==> config.mk <==
export PLATFORM = sky130hd
export DESIGN_NAME = inverse_color_transform_finalize_unit_flat
export DESIGN_NICKNAME = d
export VERILOG_FILES = /design/src/hw/rtl/icx_pkg.sv /design/src/hw/rtl/icx_in_if.sv /design/src/hw/rtl/icx_out_if.sv /design/src/hw/rtl/icx_transform.sv /design/src/hw/rtl/icx_finalize.sv /design/src/hw/rtl/inverse_color_transform_finalize_unit.sv /design/src/flat_wrapper.sv
export SDC_FILE = /design/constraint.sdc
export NUM_CORES = 2
export LEC_CHECK = 0
export BUFFER_PORTS_ARGS = -buffer_cell sky130_fd_sc_hd__buf_2
export CAP_MARGIN = 20
export CORE_ASPECT_RATIO = 0.75
export CORE_MARGIN = 3
export CORE_UTILIZATION = 50
export DETAILED_ROUTE_END_ITERATION = 10
export GPL_TIMING_DRIVEN = 0
export PLACE_DENSITY_LB_ADDON = 0.25
export SYNTH_ARGS = -nofsm -noshare
export SYNTH_HDL_FRONTEND = slang
export SYNTH_SLANG_ARGS = --single-unit
==> constraint.sdc <==
create_clock -name i_clk -period 40.7 [get_ports i_clk]
set_input_delay 8.14 -clock i_clk [delete_from_list [all_inputs] [get_ports i_clk]]
set_output_delay 8.14 -clock i_clk [all_outputs]
set_load 0.02 [all_outputs]
==> src/hw/rtl/icx_pkg.sv <==
// ============================================================================
// icx_pkg: shared definitions for the inverse color transform finalize unit
// Field widths, register layout, register indexes and the per-component
// configuration record used by the transform and finalize stages.
// ============================================================================
package icx_pkg;

    // Sample and field widths fixed by the pixel format.
    localparam int IN_W        = 24;
    localparam int OUT_W       = 17;

    // Default fixed-point formats.
    localparam int FRAC_BITS_DEF = 8;
    localparam int COEF_BITS_DEF = 14;

    // Configuration port layout.
    localparam int CFG_IDX_W   = 3;
    localparam int CFG_DATA_W  = 50;
    localparam int SHIFT_REG_W = 22;
    localparam int RANGE_REG_W = 50;

    // Sub-fields of the shift and range registers.
    localparam int DS_W        = 6;
    localparam int RND_W       = 16;
    localparam int DC_W        = 16;
    localparam int BOUND_W     = 17;
    localparam int RND_LSB     = 6;
    localparam int MIN_LSB     = 16;
    localparam int MAX_LSB     = 33;

    // Range register after reset: dc 0, minimum 0, maximum 255.
    localparam logic [RANGE_REG_W-1:0] RANGE_RST = 50'd2190433320960;

    // Register indexes on the configuration port.
    typedef enum logic [CFG_IDX_W-1:0] {
        CFG_MODE        = 3'd0,
        CFG_RED_SHIFT   = 3'd1,
        CFG_RED_RANGE   = 3'd2,
        CFG_GREEN_SHIFT = 3'd3,
        CFG_GREEN_RANGE = 3'd4,
        CFG_BLUE_SHIFT  = 3'd5,
        CFG_BLUE_RANGE  = 3'd6
    } t_cfg_idx;

    // Transform selection.
    typedef enum logic {
        MODE_REV   = 1'b0,
        MODE_IRREV = 1'b1
    } t_mode;

    // Per-component finalize settings, unpacked from the shift and range registers.
    typedef struct packed {
        logic [DS_W-1:0]    ds;
        logic [RND_W-1:0]   rnd;
        logic [DC_W-1:0]    dc;
        logic [BOUND_W-1:0] mn;
        logic [BOUND_W-1:0] mx;
    } t_comp_cfg;

endpackage

==> src/hw/rtl/icx_in_if.sv <==
// ============================================================================
// icx_in_if: input pixel channel
// Valid/ready channel carrying one decoded luma / color-difference pixel.
// ============================================================================
interface icx_in_if
    import icx_pkg::*;
();
    logic                   valid;
    logic                   ready;
    logic signed [IN_W-1:0] luma_in;
    logic signed [IN_W-1:0] blue_diff_in;
    logic signed [IN_W-1:0] red_diff_in;
    logic                   row_last_in;

    modport source (
        output valid, luma_in, blue_diff_in, red_diff_in, row_last_in,
        input  ready
    );

    modport sink (
        input  valid, luma_in, blue_diff_in, red_diff_in, row_last_in,
        output ready
    );
endinterface

==> src/hw/rtl/icx_out_if.sv <==
// ============================================================================
// icx_out_if: output pixel channel
// Valid/ready channel carrying one finalized red/green/blue pixel.
// ============================================================================
interface icx_out_if
    import icx_pkg::*;
();
    logic                    valid;
    logic                    ready;
    logic signed [OUT_W-1:0] red_out;
    logic signed [OUT_W-1:0] green_out;
    logic signed [OUT_W-1:0] blue_out;
    logic                    row_last_out;

    modport source (
        output valid, red_out, green_out, blue_out, row_last_out,
        input  ready
    );

    modport sink (
        input  valid, red_out, green_out, blue_out, row_last_out,
        output ready
    );
endinterface

==> src/hw/rtl/icx_transform.sv <==
// ============================================================================
// icx_transform: inverse RCT / ICT core
// Turns one fixed-point Y/Cb/Cr pixel into integer R/G/B components, using
// the reversible integer transform or the Q-format irreversible transform.
// ============================================================================
module icx_transform
    import icx_pkg::*;
#(
    parameter int FRAC_BITS = FRAC_BITS_DEF,
    parameter int COEF_BITS = COEF_BITS_DEF,
    parameter int COMP_W    = IN_W - FRAC_BITS + 4
) (
    input  t_mode                    i_mode,
    input  logic signed [IN_W-1:0]   i_y,
    input  logic signed [IN_W-1:0]   i_cb,
    input  logic signed [IN_W-1:0]   i_cr,
    output logic signed [COMP_W-1:0] o_r,
    output logic signed [COMP_W-1:0] o_g,
    output logic signed [COMP_W-1:0] o_b
);

    localparam int INT_W = IN_W - FRAC_BITS;
    localparam int KW    = COEF_BITS + 1;
    localparam int P_W   = IN_W + KW + 1;
    localparam int S_W   = IN_W + KW + 3;
    localparam int TSH   = FRAC_BITS + COEF_BITS;

    // Coefficients rounded to COEF_BITS fractional bits.
    localparam longint unsigned KQ_CR_R =
        ((64'd1402000 << COEF_BITS) + 64'd500000) / 64'd1000000;
    localparam longint unsigned KQ_CR_G =
        ((64'd714136 << COEF_BITS) + 64'd500000) / 64'd1000000;
    localparam longint unsigned KQ_CB_G =
        ((64'd344136 << COEF_BITS) + 64'd500000) / 64'd1000000;
    localparam longint unsigned KQ_CB_B =
        ((64'd1772000 << COEF_BITS) + 64'd500000) / 64'd1000000;

    localparam logic signed [KW:0] K_CR_R = (KW+1)'(KQ_CR_R);
    localparam logic signed [KW:0] K_CR_G = (KW+1)'(KQ_CR_G);
    localparam logic signed [KW:0] K_CB_G = (KW+1)'(KQ_CB_G);
    localparam logic signed [KW:0] K_CB_B = (KW+1)'(KQ_CB_B);

    // Masks that turn an arithmetic shift into a shift toward zero.
    localparam logic [IN_W:0]  FMASK = (IN_W+1)'((64'd1 << FRAC_BITS) - 64'd1);
    localparam logic [S_W-1:0] TMASK = S_W'((64'd1 << TSH) - 64'd1);

    // Drop the fraction of a sample, rounding toward zero.
    function automatic logic signed [INT_W-1:0] trunc_frac(
        input logic signed [IN_W-1:0] v
    );
        logic signed [IN_W:0] t;
        t = (IN_W+1)'(v) + (v[IN_W-1] ? FMASK : '0);
        return INT_W'(t >>> FRAC_BITS);
    endfunction

    // Drop the fraction of a wide ICT sum, rounding toward zero.
    function automatic logic signed [COMP_W-1:0] trunc_sum(
        input logic signed [S_W-1:0] v
    );
        logic signed [S_W-1:0] t;
        t = v + (v[S_W-1] ? TMASK : '0);
        return COMP_W'(t >>> TSH);
    endfunction

    // Reversible path: integer inverse RCT.
    logic signed [INT_W-1:0] yi;
    logic signed [INT_W-1:0] cbi;
    logic signed [INT_W-1:0] cri;
    logic signed [INT_W:0]   cbcr_sum;
    logic signed [INT_W+1:0] rct_g;
    logic signed [INT_W+2:0] rct_r;
    logic signed [INT_W+2:0] rct_b;

    assign yi       = trunc_frac(i_y);
    assign cbi      = trunc_frac(i_cb);
    assign cri      = trunc_frac(i_cr);
    assign cbcr_sum = (INT_W+1)'(cbi) + (INT_W+1)'(cri);
    assign rct_g    = (INT_W+2)'(yi) - (INT_W+2)'(cbcr_sum >>> 2);
    assign rct_r    = (INT_W+3)'(cri) + (INT_W+3)'(rct_g);
    assign rct_b    = (INT_W+3)'(cbi) + (INT_W+3)'(rct_g);

    // Irreversible path: one product per coefficient, then the sums.
    logic signed [P_W-1:0] p_cr_r;
    logic signed [P_W-1:0] p_cr_g;
    logic signed [P_W-1:0] p_cb_g;
    logic signed [P_W-1:0] p_cb_b;
    logic signed [S_W-1:0] ys;
    logic signed [S_W-1:0] ict_r;
    logic signed [S_W-1:0] ict_g;
    logic signed [S_W-1:0] ict_b;

    assign p_cr_r = P_W'(i_cr) * P_W'(K_CR_R);
    assign p_cr_g = P_W'(i_cr) * P_W'(K_CR_G);
    assign p_cb_g = P_W'(i_cb) * P_W'(K_CB_G);
    assign p_cb_b = P_W'(i_cb) * P_W'(K_CB_B);

    assign ys    = S_W'(i_y) <<< COEF_BITS;
    assign ict_r = ys + S_W'(p_cr_r);
    assign ict_g = ys - S_W'(p_cr_g) - S_W'(p_cb_g);
    assign ict_b = ys + S_W'(p_cb_b);

    // Mode select.
    always_comb begin
        unique case (i_mode)
            MODE_IRREV: begin
                o_r = trunc_sum(ict_r);
                o_g = trunc_sum(ict_g);
                o_b = trunc_sum(ict_b);
            end
            default: begin
                o_r = COMP_W'(rct_r);
                o_g = COMP_W'(rct_g);
                o_b = COMP_W'(rct_b);
            end
        endcase
    end

endmodule

==> src/hw/rtl/icx_finalize.sv <==
// ============================================================================
// icx_finalize: per-component shift, DC offset and clamp
// Applies the rounded right shift or left shift (irreversible mode only),
// adds the DC offset and clamps to the signed bounds, minimum last.
// ============================================================================
module icx_finalize
    import icx_pkg::*;
#(
    parameter int COMP_W = IN_W - FRAC_BITS_DEF + 4
) (
    input  t_mode                    i_mode,
    input  t_comp_cfg                i_cfg,
    input  logic signed [COMP_W-1:0] i_x,
    output logic signed [OUT_W-1:0]  o_y
);

    localparam int MAX_LSH = 2 ** (DS_W - 1);
    localparam int A_W     = ((COMP_W > RND_W) ? COMP_W : RND_W + 1) + 1;
    localparam int W_W     = COMP_W + MAX_LSH + 1;

    logic signed [DS_W-1:0] ds;
    logic [DS_W-2:0]        amt_r;
    logic [DS_W-1:0]        amt_l;
    logic signed [A_W-1:0]  x_rnd;
    logic signed [A_W-1:0]  x_rsh;
    logic signed [W_W-1:0]  x_lsh;
    logic signed [W_W-1:0]  x_sh;
    logic signed [W_W-1:0]  x_dc;
    logic signed [W_W-1:0]  lo;
    logic signed [W_W-1:0]  hi;
    logic signed [W_W-1:0]  x_cl;

    assign ds    = $signed(i_cfg.ds);
    assign amt_r = ds[DS_W-2:0];
    assign amt_l = DS_W'(-ds);

    // Rounded right shift (floor) and plain left shift.
    assign x_rnd = A_W'(i_x) + A_W'(i_cfg.rnd);
    assign x_rsh = x_rnd >>> amt_r;
    assign x_lsh = W_W'(i_x) <<< amt_l;

    always_comb begin
        priority if (i_mode == MODE_IRREV && ds > 0) begin
            x_sh = W_W'(x_rsh);
        end else if (i_mode == MODE_IRREV && ds < 0) begin
            x_sh = x_lsh;
        end else begin
            x_sh = W_W'(i_x);
        end
    end

    // DC offset, then the upper bound and the lower bound, which wins.
    assign x_dc = x_sh + W_W'(i_cfg.dc);
    assign lo   = W_W'($signed(i_cfg.mn));
    assign hi   = W_W'($signed(i_cfg.mx));

    always_comb begin
        x_cl = x_dc;
        if (x_cl > hi) begin
            x_cl = hi;
        end
        if (x_cl < lo) begin
            x_cl = lo;
        end
    end

    assign o_y = x_cl[OUT_W-1:0];

endmodule

==> src/hw/rtl/inverse_color_transform_finalize_unit.sv <==
// ============================================================================
// inverse_color_transform_finalize_unit: JPEG 2000 style inverse RCT / ICT
// Converts decoded Y/Cb/Cr pixels to finalized R/G/B samples, with per
// component shift, DC offset and clamp, one pixel per clock when not stalled.
// ============================================================================
//
//  Channel   Dir  Handshake           Payload
//  i_pix     in   valid / ready       luma_in, blue_diff_in, red_diff_in,
//                                     row_last_in
//  o_pix     out  valid / ready       red_out, green_out, blue_out,
//                                     row_last_out
//  i_cfg_*   in   i_cfg_we            i_cfg_idx, i_cfg_data (write only)
//
//  A pixel passes one input register, then the transform and finalize logic
//  into the output register. A pixel is taken every cycle unless the output
//  stalls; then an empty input register takes one more before ready falls.
//  The multiply, sum and finalize path between the two registers sets the
//  clock. Reset clears both valid flags and returns the settings to defaults.
//
module inverse_color_transform_finalize_unit
    import icx_pkg::*;
#(
    parameter int FRAC_BITS = FRAC_BITS_DEF,
    parameter int COEF_BITS = COEF_BITS_DEF
) (
    input  logic                  i_clk,
    input  logic                  i_rst_n,
    input  logic                  i_cfg_we,
    input  logic [CFG_IDX_W-1:0]  i_cfg_idx,
    input  logic [CFG_DATA_W-1:0] i_cfg_data,
    icx_in_if.sink                i_pix,
    icx_out_if.source             o_pix
);

    localparam int COMP_W = IN_W - FRAC_BITS + 4;
    localparam int NCOMP  = 3;

    // Configuration registers.
    t_mode                  r_mode;
    logic [SHIFT_REG_W-1:0] r_shift [NCOMP];
    logic [RANGE_REG_W-1:0] r_range [NCOMP];

    always_ff @(posedge i_clk) begin
        if (!i_rst_n) begin
            r_mode <= MODE_REV;
            for (int c = 0; c < NCOMP; c++) begin
                r_shift[c] <= '0;
                r_range[c] <= RANGE_RST;
            end
        end else if (i_cfg_we) begin
            unique case (t_cfg_idx'(i_cfg_idx))
                CFG_MODE:        r_mode     <= t_mode'(i_cfg_data[0]);
                CFG_RED_SHIFT:   r_shift[0] <= i_cfg_data[SHIFT_REG_W-1:0];
                CFG_RED_RANGE:   r_range[0] <= i_cfg_data[RANGE_REG_W-1:0];
                CFG_GREEN_SHIFT: r_shift[1] <= i_cfg_data[SHIFT_REG_W-1:0];
                CFG_GREEN_RANGE: r_range[1] <= i_cfg_data[RANGE_REG_W-1:0];
                CFG_BLUE_SHIFT:  r_shift[2] <= i_cfg_data[SHIFT_REG_W-1:0];
                CFG_BLUE_RANGE:  r_range[2] <= i_cfg_data[RANGE_REG_W-1:0];
                default: ;
            endcase
        end
    end

    // Unpack the per-component settings.
    t_comp_cfg comp_cfg [NCOMP];

    always_comb begin
        for (int c = 0; c < NCOMP; c++) begin
            comp_cfg[c].ds  = r_shift[c][DS_W-1:0];
            comp_cfg[c].rnd = r_shift[c][RND_LSB +: RND_W];
            comp_cfg[c].dc  = r_range[c][DC_W-1:0];
            comp_cfg[c].mn  = r_range[c][MIN_LSB +: BOUND_W];
            comp_cfg[c].mx  = r_range[c][MAX_LSB +: BOUND_W];
        end
    end

    // Handshake: the input register moves on whenever the output register
    // is empty or being drained.
    logic r_s1_vld;
    logic r_out_vld;
    logic out_free;
    logic s1_move;
    logic in_take;

    assign out_free    = !r_out_vld || o_pix.ready;
    assign s1_move     = r_s1_vld && out_free;
    assign i_pix.ready = !r_s1_vld || out_free;
    assign in_take     = i_pix.valid && i_pix.ready;

    always_ff @(posedge i_clk) begin
        if (!i_rst_n) begin
            r_s1_vld  <= 1'b0;
            r_out_vld <= 1'b0;
        end else begin
            if (i_pix.ready) begin
                r_s1_vld <= i_pix.valid;
            end
            if (out_free) begin
                r_out_vld <= r_s1_vld;
            end
        end
    end

    // Input register.
    logic signed [IN_W-1:0] r_s1_y;
    logic signed [IN_W-1:0] r_s1_cb;
    logic signed [IN_W-1:0] r_s1_cr;
    logic                   r_s1_last;

    always_ff @(posedge i_clk) begin
        if (in_take) begin
            r_s1_y    <= i_pix.luma_in;
            r_s1_cb   <= i_pix.blue_diff_in;
            r_s1_cr   <= i_pix.red_diff_in;
            r_s1_last <= i_pix.row_last_in;
        end
    end

    // Transform and per-component finalize.
    logic signed [COMP_W-1:0] comp_x [NCOMP];
    logic signed [OUT_W-1:0]  n_comp [NCOMP];

    icx_transform #(
        .FRAC_BITS (FRAC_BITS),
        .COEF_BITS (COEF_BITS),
        .COMP_W    (COMP_W)
    ) u_transform (
        .i_mode (r_mode),
        .i_y    (r_s1_y),
        .i_cb   (r_s1_cb),
        .i_cr   (r_s1_cr),
        .o_r    (comp_x[0]),
        .o_g    (comp_x[1]),
        .o_b    (comp_x[2])
    );

    for (genvar c = 0; c < NCOMP; c++) begin : g_fin
        icx_finalize #(
            .COMP_W (COMP_W)
        ) u_finalize (
            .i_mode (r_mode),
            .i_cfg  (comp_cfg[c]),
            .i_x    (comp_x[c]),
            .o_y    (n_comp[c])
        );
    end

    // Output register.
    logic signed [OUT_W-1:0] r_out_comp [NCOMP];
    logic                    r_out_last;

    always_ff @(posedge i_clk) begin
        if (s1_move) begin
            for (int c = 0; c < NCOMP; c++) begin
                r_out_comp[c] <= n_comp[c];
            end
            r_out_last <= r_s1_last;
        end
    end

    assign o_pix.valid        = r_out_vld;
    assign o_pix.red_out      = r_out_comp[0];
    assign o_pix.green_out    = r_out_comp[1];
    assign o_pix.blue_out     = r_out_comp[2];
    assign o_pix.row_last_out = r_out_last;

endmodule

==> src/flat_wrapper.sv <==
// flat-port wrapper written by rule: the top's interface ports become plain ports
module inverse_color_transform_finalize_unit_flat import icx_pkg::*;
#(
    parameter int FRAC_BITS = FRAC_BITS_DEF,
    parameter int COEF_BITS = COEF_BITS_DEF
)
  (i_clk, i_rst_n, i_cfg_we, i_cfg_idx, i_cfg_data, i_pix_valid, i_pix_luma_in, i_pix_blue_diff_in, i_pix_red_diff_in, i_pix_row_last_in, i_pix_ready, o_pix_valid, o_pix_red_out, o_pix_green_out, o_pix_blue_out, o_pix_row_last_out, o_pix_ready);
  icx_in_if i_pix_i ();
  icx_out_if o_pix_i ();
  input  logic i_clk;
  input  logic i_rst_n;
  input  logic i_cfg_we;
  input  logic [CFG_IDX_W-1:0] i_cfg_idx;
  input  logic [CFG_DATA_W-1:0] i_cfg_data;
  input wire logic [$bits(i_pix_i.valid)-1:0] i_pix_valid;
  input wire logic [$bits(i_pix_i.luma_in)-1:0] i_pix_luma_in;
  input wire logic [$bits(i_pix_i.blue_diff_in)-1:0] i_pix_blue_diff_in;
  input wire logic [$bits(i_pix_i.red_diff_in)-1:0] i_pix_red_diff_in;
  input wire logic [$bits(i_pix_i.row_last_in)-1:0] i_pix_row_last_in;
  output wire logic [$bits(i_pix_i.ready)-1:0] i_pix_ready;
  output wire logic [$bits(o_pix_i.valid)-1:0] o_pix_valid;
  output wire logic [$bits(o_pix_i.red_out)-1:0] o_pix_red_out;
  output wire logic [$bits(o_pix_i.green_out)-1:0] o_pix_green_out;
  output wire logic [$bits(o_pix_i.blue_out)-1:0] o_pix_blue_out;
  output wire logic [$bits(o_pix_i.row_last_out)-1:0] o_pix_row_last_out;
  input wire logic [$bits(o_pix_i.ready)-1:0] o_pix_ready;
  assign i_pix_i.valid = i_pix_valid;
  assign i_pix_i.luma_in = i_pix_luma_in;
  assign i_pix_i.blue_diff_in = i_pix_blue_diff_in;
  assign i_pix_i.red_diff_in = i_pix_red_diff_in;
  assign i_pix_i.row_last_in = i_pix_row_last_in;
  assign i_pix_ready = i_pix_i.ready;
  assign o_pix_valid = o_pix_i.valid;
  assign o_pix_red_out = o_pix_i.red_out;
  assign o_pix_green_out = o_pix_i.green_out;
  assign o_pix_blue_out = o_pix_i.blue_out;
  assign o_pix_row_last_out = o_pix_i.row_last_out;
  assign o_pix_i.ready = o_pix_ready;
  inverse_color_transform_finalize_unit #(.FRAC_BITS(FRAC_BITS), .COEF_BITS(COEF_BITS)) u_core (.i_clk(i_clk), .i_rst_n(i_rst_n), .i_cfg_we(i_cfg_we), .i_cfg_idx(i_cfg_idx), .i_cfg_data(i_cfg_data), .i_pix(i_pix_i), .o_pix(o_pix_i));
endmodule
==> impl_metrics.py <==
metrics = {
    "run_status": {
        "status": "finished clean",
    },
    "yosys": {
        "synth_area_per_cell_um2": 8.234,
        "syn-num-nets": 10830,
        "yosys.area.top_type": "ha_1",
        "synth_edf_count": 341,
        "synthAdderAreaFrac": 0.2976,
        "synth_compound_area_frac": 0.2322,
        "syn_inst": 9183,
        "synth_flop_cell": "edfxtp_1",
        "async_reset_ff_frac": 0,
        "ys_warn_count": 0,
        "yosys.area_share.simple": 0.1697,
        "netlist_top_cells_area": "ha_1 (17%), edfxtp_1 (14%), fa_1 (13%)",
        "ys_seq_elements": 344,
        "synthXorXnorAreaFrac": 0.05270,
        "yosysSeqAreaShare": 0.1362,
        "synth_top_area_share": 0.1714,
        "synth_top_family_by_area": "adder cells",
        "synth_cell_type_count": 125,
        "synthesis.area_mm2": 0.07562,
        "synthMuxAreaShare": 0.03764,
    },
    "sta": {
        "max_slew_margin": 0.1577,
        "setup_viol": 0,
        "clock.fmax_ghz": 0.03327,
        "rsz0062_at_grt": "no",
        "worst_pin_slew_ns": 1.250,
        "drv_slew": 0,
        "min_period_ns": 30.06,
        "period_share": 0.7386,
        "setup-tns-final_ns": 0,
        "finalHoldViolations": 0,
        "timing.final.ws_setup_ns": 10.64,
        "fin_skew_ns": 0.05425,
    },
    "placement": {
        "port_buffers": 184,
        "dp_hpwl_mm": 255.6,
        "gp_congestion": 1.085,
        "dp_slack_ns": 11.54,
        "dp_cells": 11380,
    },
    "clocking": {
        "clk_path_buf_depth": 3,
        "cts_buffers": 39,
        "cts-resized-gates": 0,
        "clk_latency_ns": 0.67,
        "cts_sinks": 344,
        "cts_root_buffer": "clkbuf_16",
        "ctsHoldBuffers": 0,
        "path_clk_slew_ns": 0.06,
        "cts_setup_buffers": 0,
        "htreeDepth": 2,
        "cts_tree": "yes",
    },
    "detailed_routing": {
        "ant_nets": 0,
        "dr_total_vias": 75210,
        "routed_wirelength_mm": 305.8,
        "viasPerCell": 6.555,
        "drtIter0Drc": 9489,
        "route.detailed.drc": 0,
        "dr.pass1.iters": 7,
        "routedWlPerCell_um": 26.66,
    },
    "global_routing": {
        "grt_first_pass_wirelength_mm": 452.7,
        "grt_usage": 0.3825,
        "first_global_vias": 71700,
        "antenna_found_initial": 21,
        "grt_max_degree": 62,
        "grt.overflow.total": 0,
    },
    "floorplanning": {
        "placementRows": 122,
        "dieArea_mm2": 0.1560,
        "die_h_um": 342.8,
        "start_util": 0.5081,
        "die_w_um": 455.0,
        "placeableCoreArea_mm2": 0.1488,
        "io_pins": 185,
    },
    "finish": {
        "layout.nets": 11100,
        "final-instance-count-excl-fill": 11470,
        "area_delta_synth_final_pct": 7.153,
        "drive_above_1_share": 0.07118,
        "final_cell_mix": "inv_1 (1150), ha_1 (1036), nor2_1 (660)",
        "fillers": 14020,
        "final_common_cell": "inv_1",
    },
    "critical_path": {
        "critPathArrivalTime_ns": 30.44,
        "r2r_cells": 118,
        "required_ns": 41.09,
        "cp-end-kind": "flop",
        "reg2reg_from": "u_core.r_s1_cr[1]$_DFFE_PP_",
        "cp_max_fo": 17,
        "start_kind": "flop",
        "regToRegEndpoint": "u_core.r_out_comp[0][30]$_DFFE_PP_",
        "cp_slowest_stage_delay_ns": 1.01,
        "critical_path_class": "reg -> reg",
        "cp_common_cell": "a21oi_1",
        "critPathSlowestCell": "edfxtp_1",
        "reg2reg_slack_ns": 10.64,
    },
    "worst_hold_path": {
        "hold_path_class": "reg -> reg",
        "hold_end": "u_core.o_pix.row_last_out$_DFFE_PP_",
        "worstHoldStart": "u_core.r_s1_last$_DFFE_PP_",
        "min_path_cells": 0,
    },
    "flow_run": {
        "drv_cap": 0,
    },
}
kinds of logic (layout without fill, tap and decap cells):
| family | Yosys count | in the layout |
|---|---|---|
| other cells | 0 | 7 |
| fa+ha+maj | 1513 | 1513 |
| simple gates | 2551 | 2551 |
| mux | 249 | 249 |
| buf+inv | 1475 | 1775 |
| xor+xnor | 455 | 455 |
| flops | 344 | 344 |
| compound gates | 2596 | 2596 |
critical path, delay by kind of cell, from the launching register on:
family,cells,cell delay [ns]
XOR/XNOR,3,1.16
AO/OA/AOI/OAI,62,15.02
adder cells (fa/ha/maj),13,4.93
buffers and inverters,10,2.60
AND/OR/NAND/NOR,28,4.42
multiplexers,2,0.67
flip-flops,1,1.01
stage by stage:
stage / hold slack (ns) / util / cell area [um^2]
2_1_floorplan: 0.4003 / - / 75620
3_3_place_gp: 0.4015 / 0.5309 / 79020
3_5_place_dp: 0.4151 / 0.5347 / 79580
4_1_cts: 0.4306 / 0.5433 / 80860
5_1_grt: 0.4522 / 0.5443 / 81010
6_report: 0.4289 / 0.5444 / 81030
state kept, by name (all words and copies together) (netlist names):
| register | cells |
|---|---|
| u_core.r_range | 150 |
| u_core.r_shift | 66 |
| u_core.r_out_comp | 51 |
| u_core.r_s1_cb | 24 |
| u_core.r_s1_cr | 24 |
| u_core.r_s1_y | 24 |
| u_core.o_pix.row_last_out | 1 |
| u_core.o_pix.valid | 1 |
| u_core.r_mode | 1 |
| u_core.r_s1_last | 1 |
| u_core.r_s1_vld | 1 |
per-layer routing:
metal | vias to the layer above | wire length [um] | global-route usage
li1 | 33790 | - | -
met1 | 36400 | 132000 | 0.5501
met2 | 4312 | 120500 | 0.5351
met3 | 690 | 42390 | 0.1307
met4 | 8 | 10860 | 0.1162
met5 | - | 65 | 0
synth_stat cells, types with 41 or more instances:
cell type / instances
nor2_1: 660
edfxtp_1: 341
a211o_1: 41
nand2_1: 568
a221oi_1: 45
o21ai_0: 448
a21oi_1: 649
ha_1: 1036
or2_2: 59
o22ai_1: 41
xnor2_1: 315
o21bai_1: 65
clkbuf_1: 247
nor3_1: 223
o21a_1: 118
fa_1: 476
nand4_1: 138
o31ai_1: 99
o211ai_1: 110
mux2i_1: 101
inv_1: 1150
and2_1: 143
nor4_1: 56
and3_1: 77
nor2b_1: 114
nand3_1: 195
xor2_1: 140
nand2b_1: 103
a31oi_1: 106
a211oi_1: 151
a21o_1: 208
mux2_2: 132
or3_1: 69
area by class of cell:
| type | count | area (um^2) | area share |
|---|---|---|---|
| multi-input cells | 7364 | 59830 | 0.7384 |
| clock buffers | 45 | 1018 | 0.01257 |
| plain buffers | 317 | 1242 | 0.01533 |
| inverters | 1158 | 4347 | 0.05365 |
| well taps | 1984 | 2482 | 0.03064 |
| flip-flops and latches | 344 | 10300 | 0.1271 |
| repair buffers | 230 | 1529 | 0.01887 |
| clock inverters | 25 | 262.8 | 0.003243 |
| diodes | 7 | 17.52 | 0.0002162 |
how the worst max path moves through the flow:
stage / to / slack (ns) / from
after floorplan: u_core.r_out_comp[0][24]$_DFFE_PP_ / 17.48 / u_core.r_s1_cr[8]$_DFFE_PP_
after global placement: u_core.r_out_comp[0][42]$_DFFE_PP_ / 11.78 / u_core.r_s1_cb[3]$_DFFE_PP_
after detailed placement: u_core.r_out_comp[0][30]$_DFFE_PP_ / 11.54 / u_core.r_s1_cr[1]$_DFFE_PP_
after CTS: u_core.r_out_comp[0][30]$_DFFE_PP_ / 11.44 / u_core.r_s1_cr[1]$_DFFE_PP_
after global routing: u_core.r_out_comp[0][30]$_DFFE_PP_ / 8.54 / u_core.r_s1_cr[1]$_DFFE_PP_
final: u_core.r_out_comp[0][30]$_DFFE_PP_ / 10.64 / u_core.r_s1_cr[1]$_DFFE_PP_
Power is left out: the tool's default activity adds up to more than one toggle a clock period on the data nets, which glitch-free logic cannot reach.
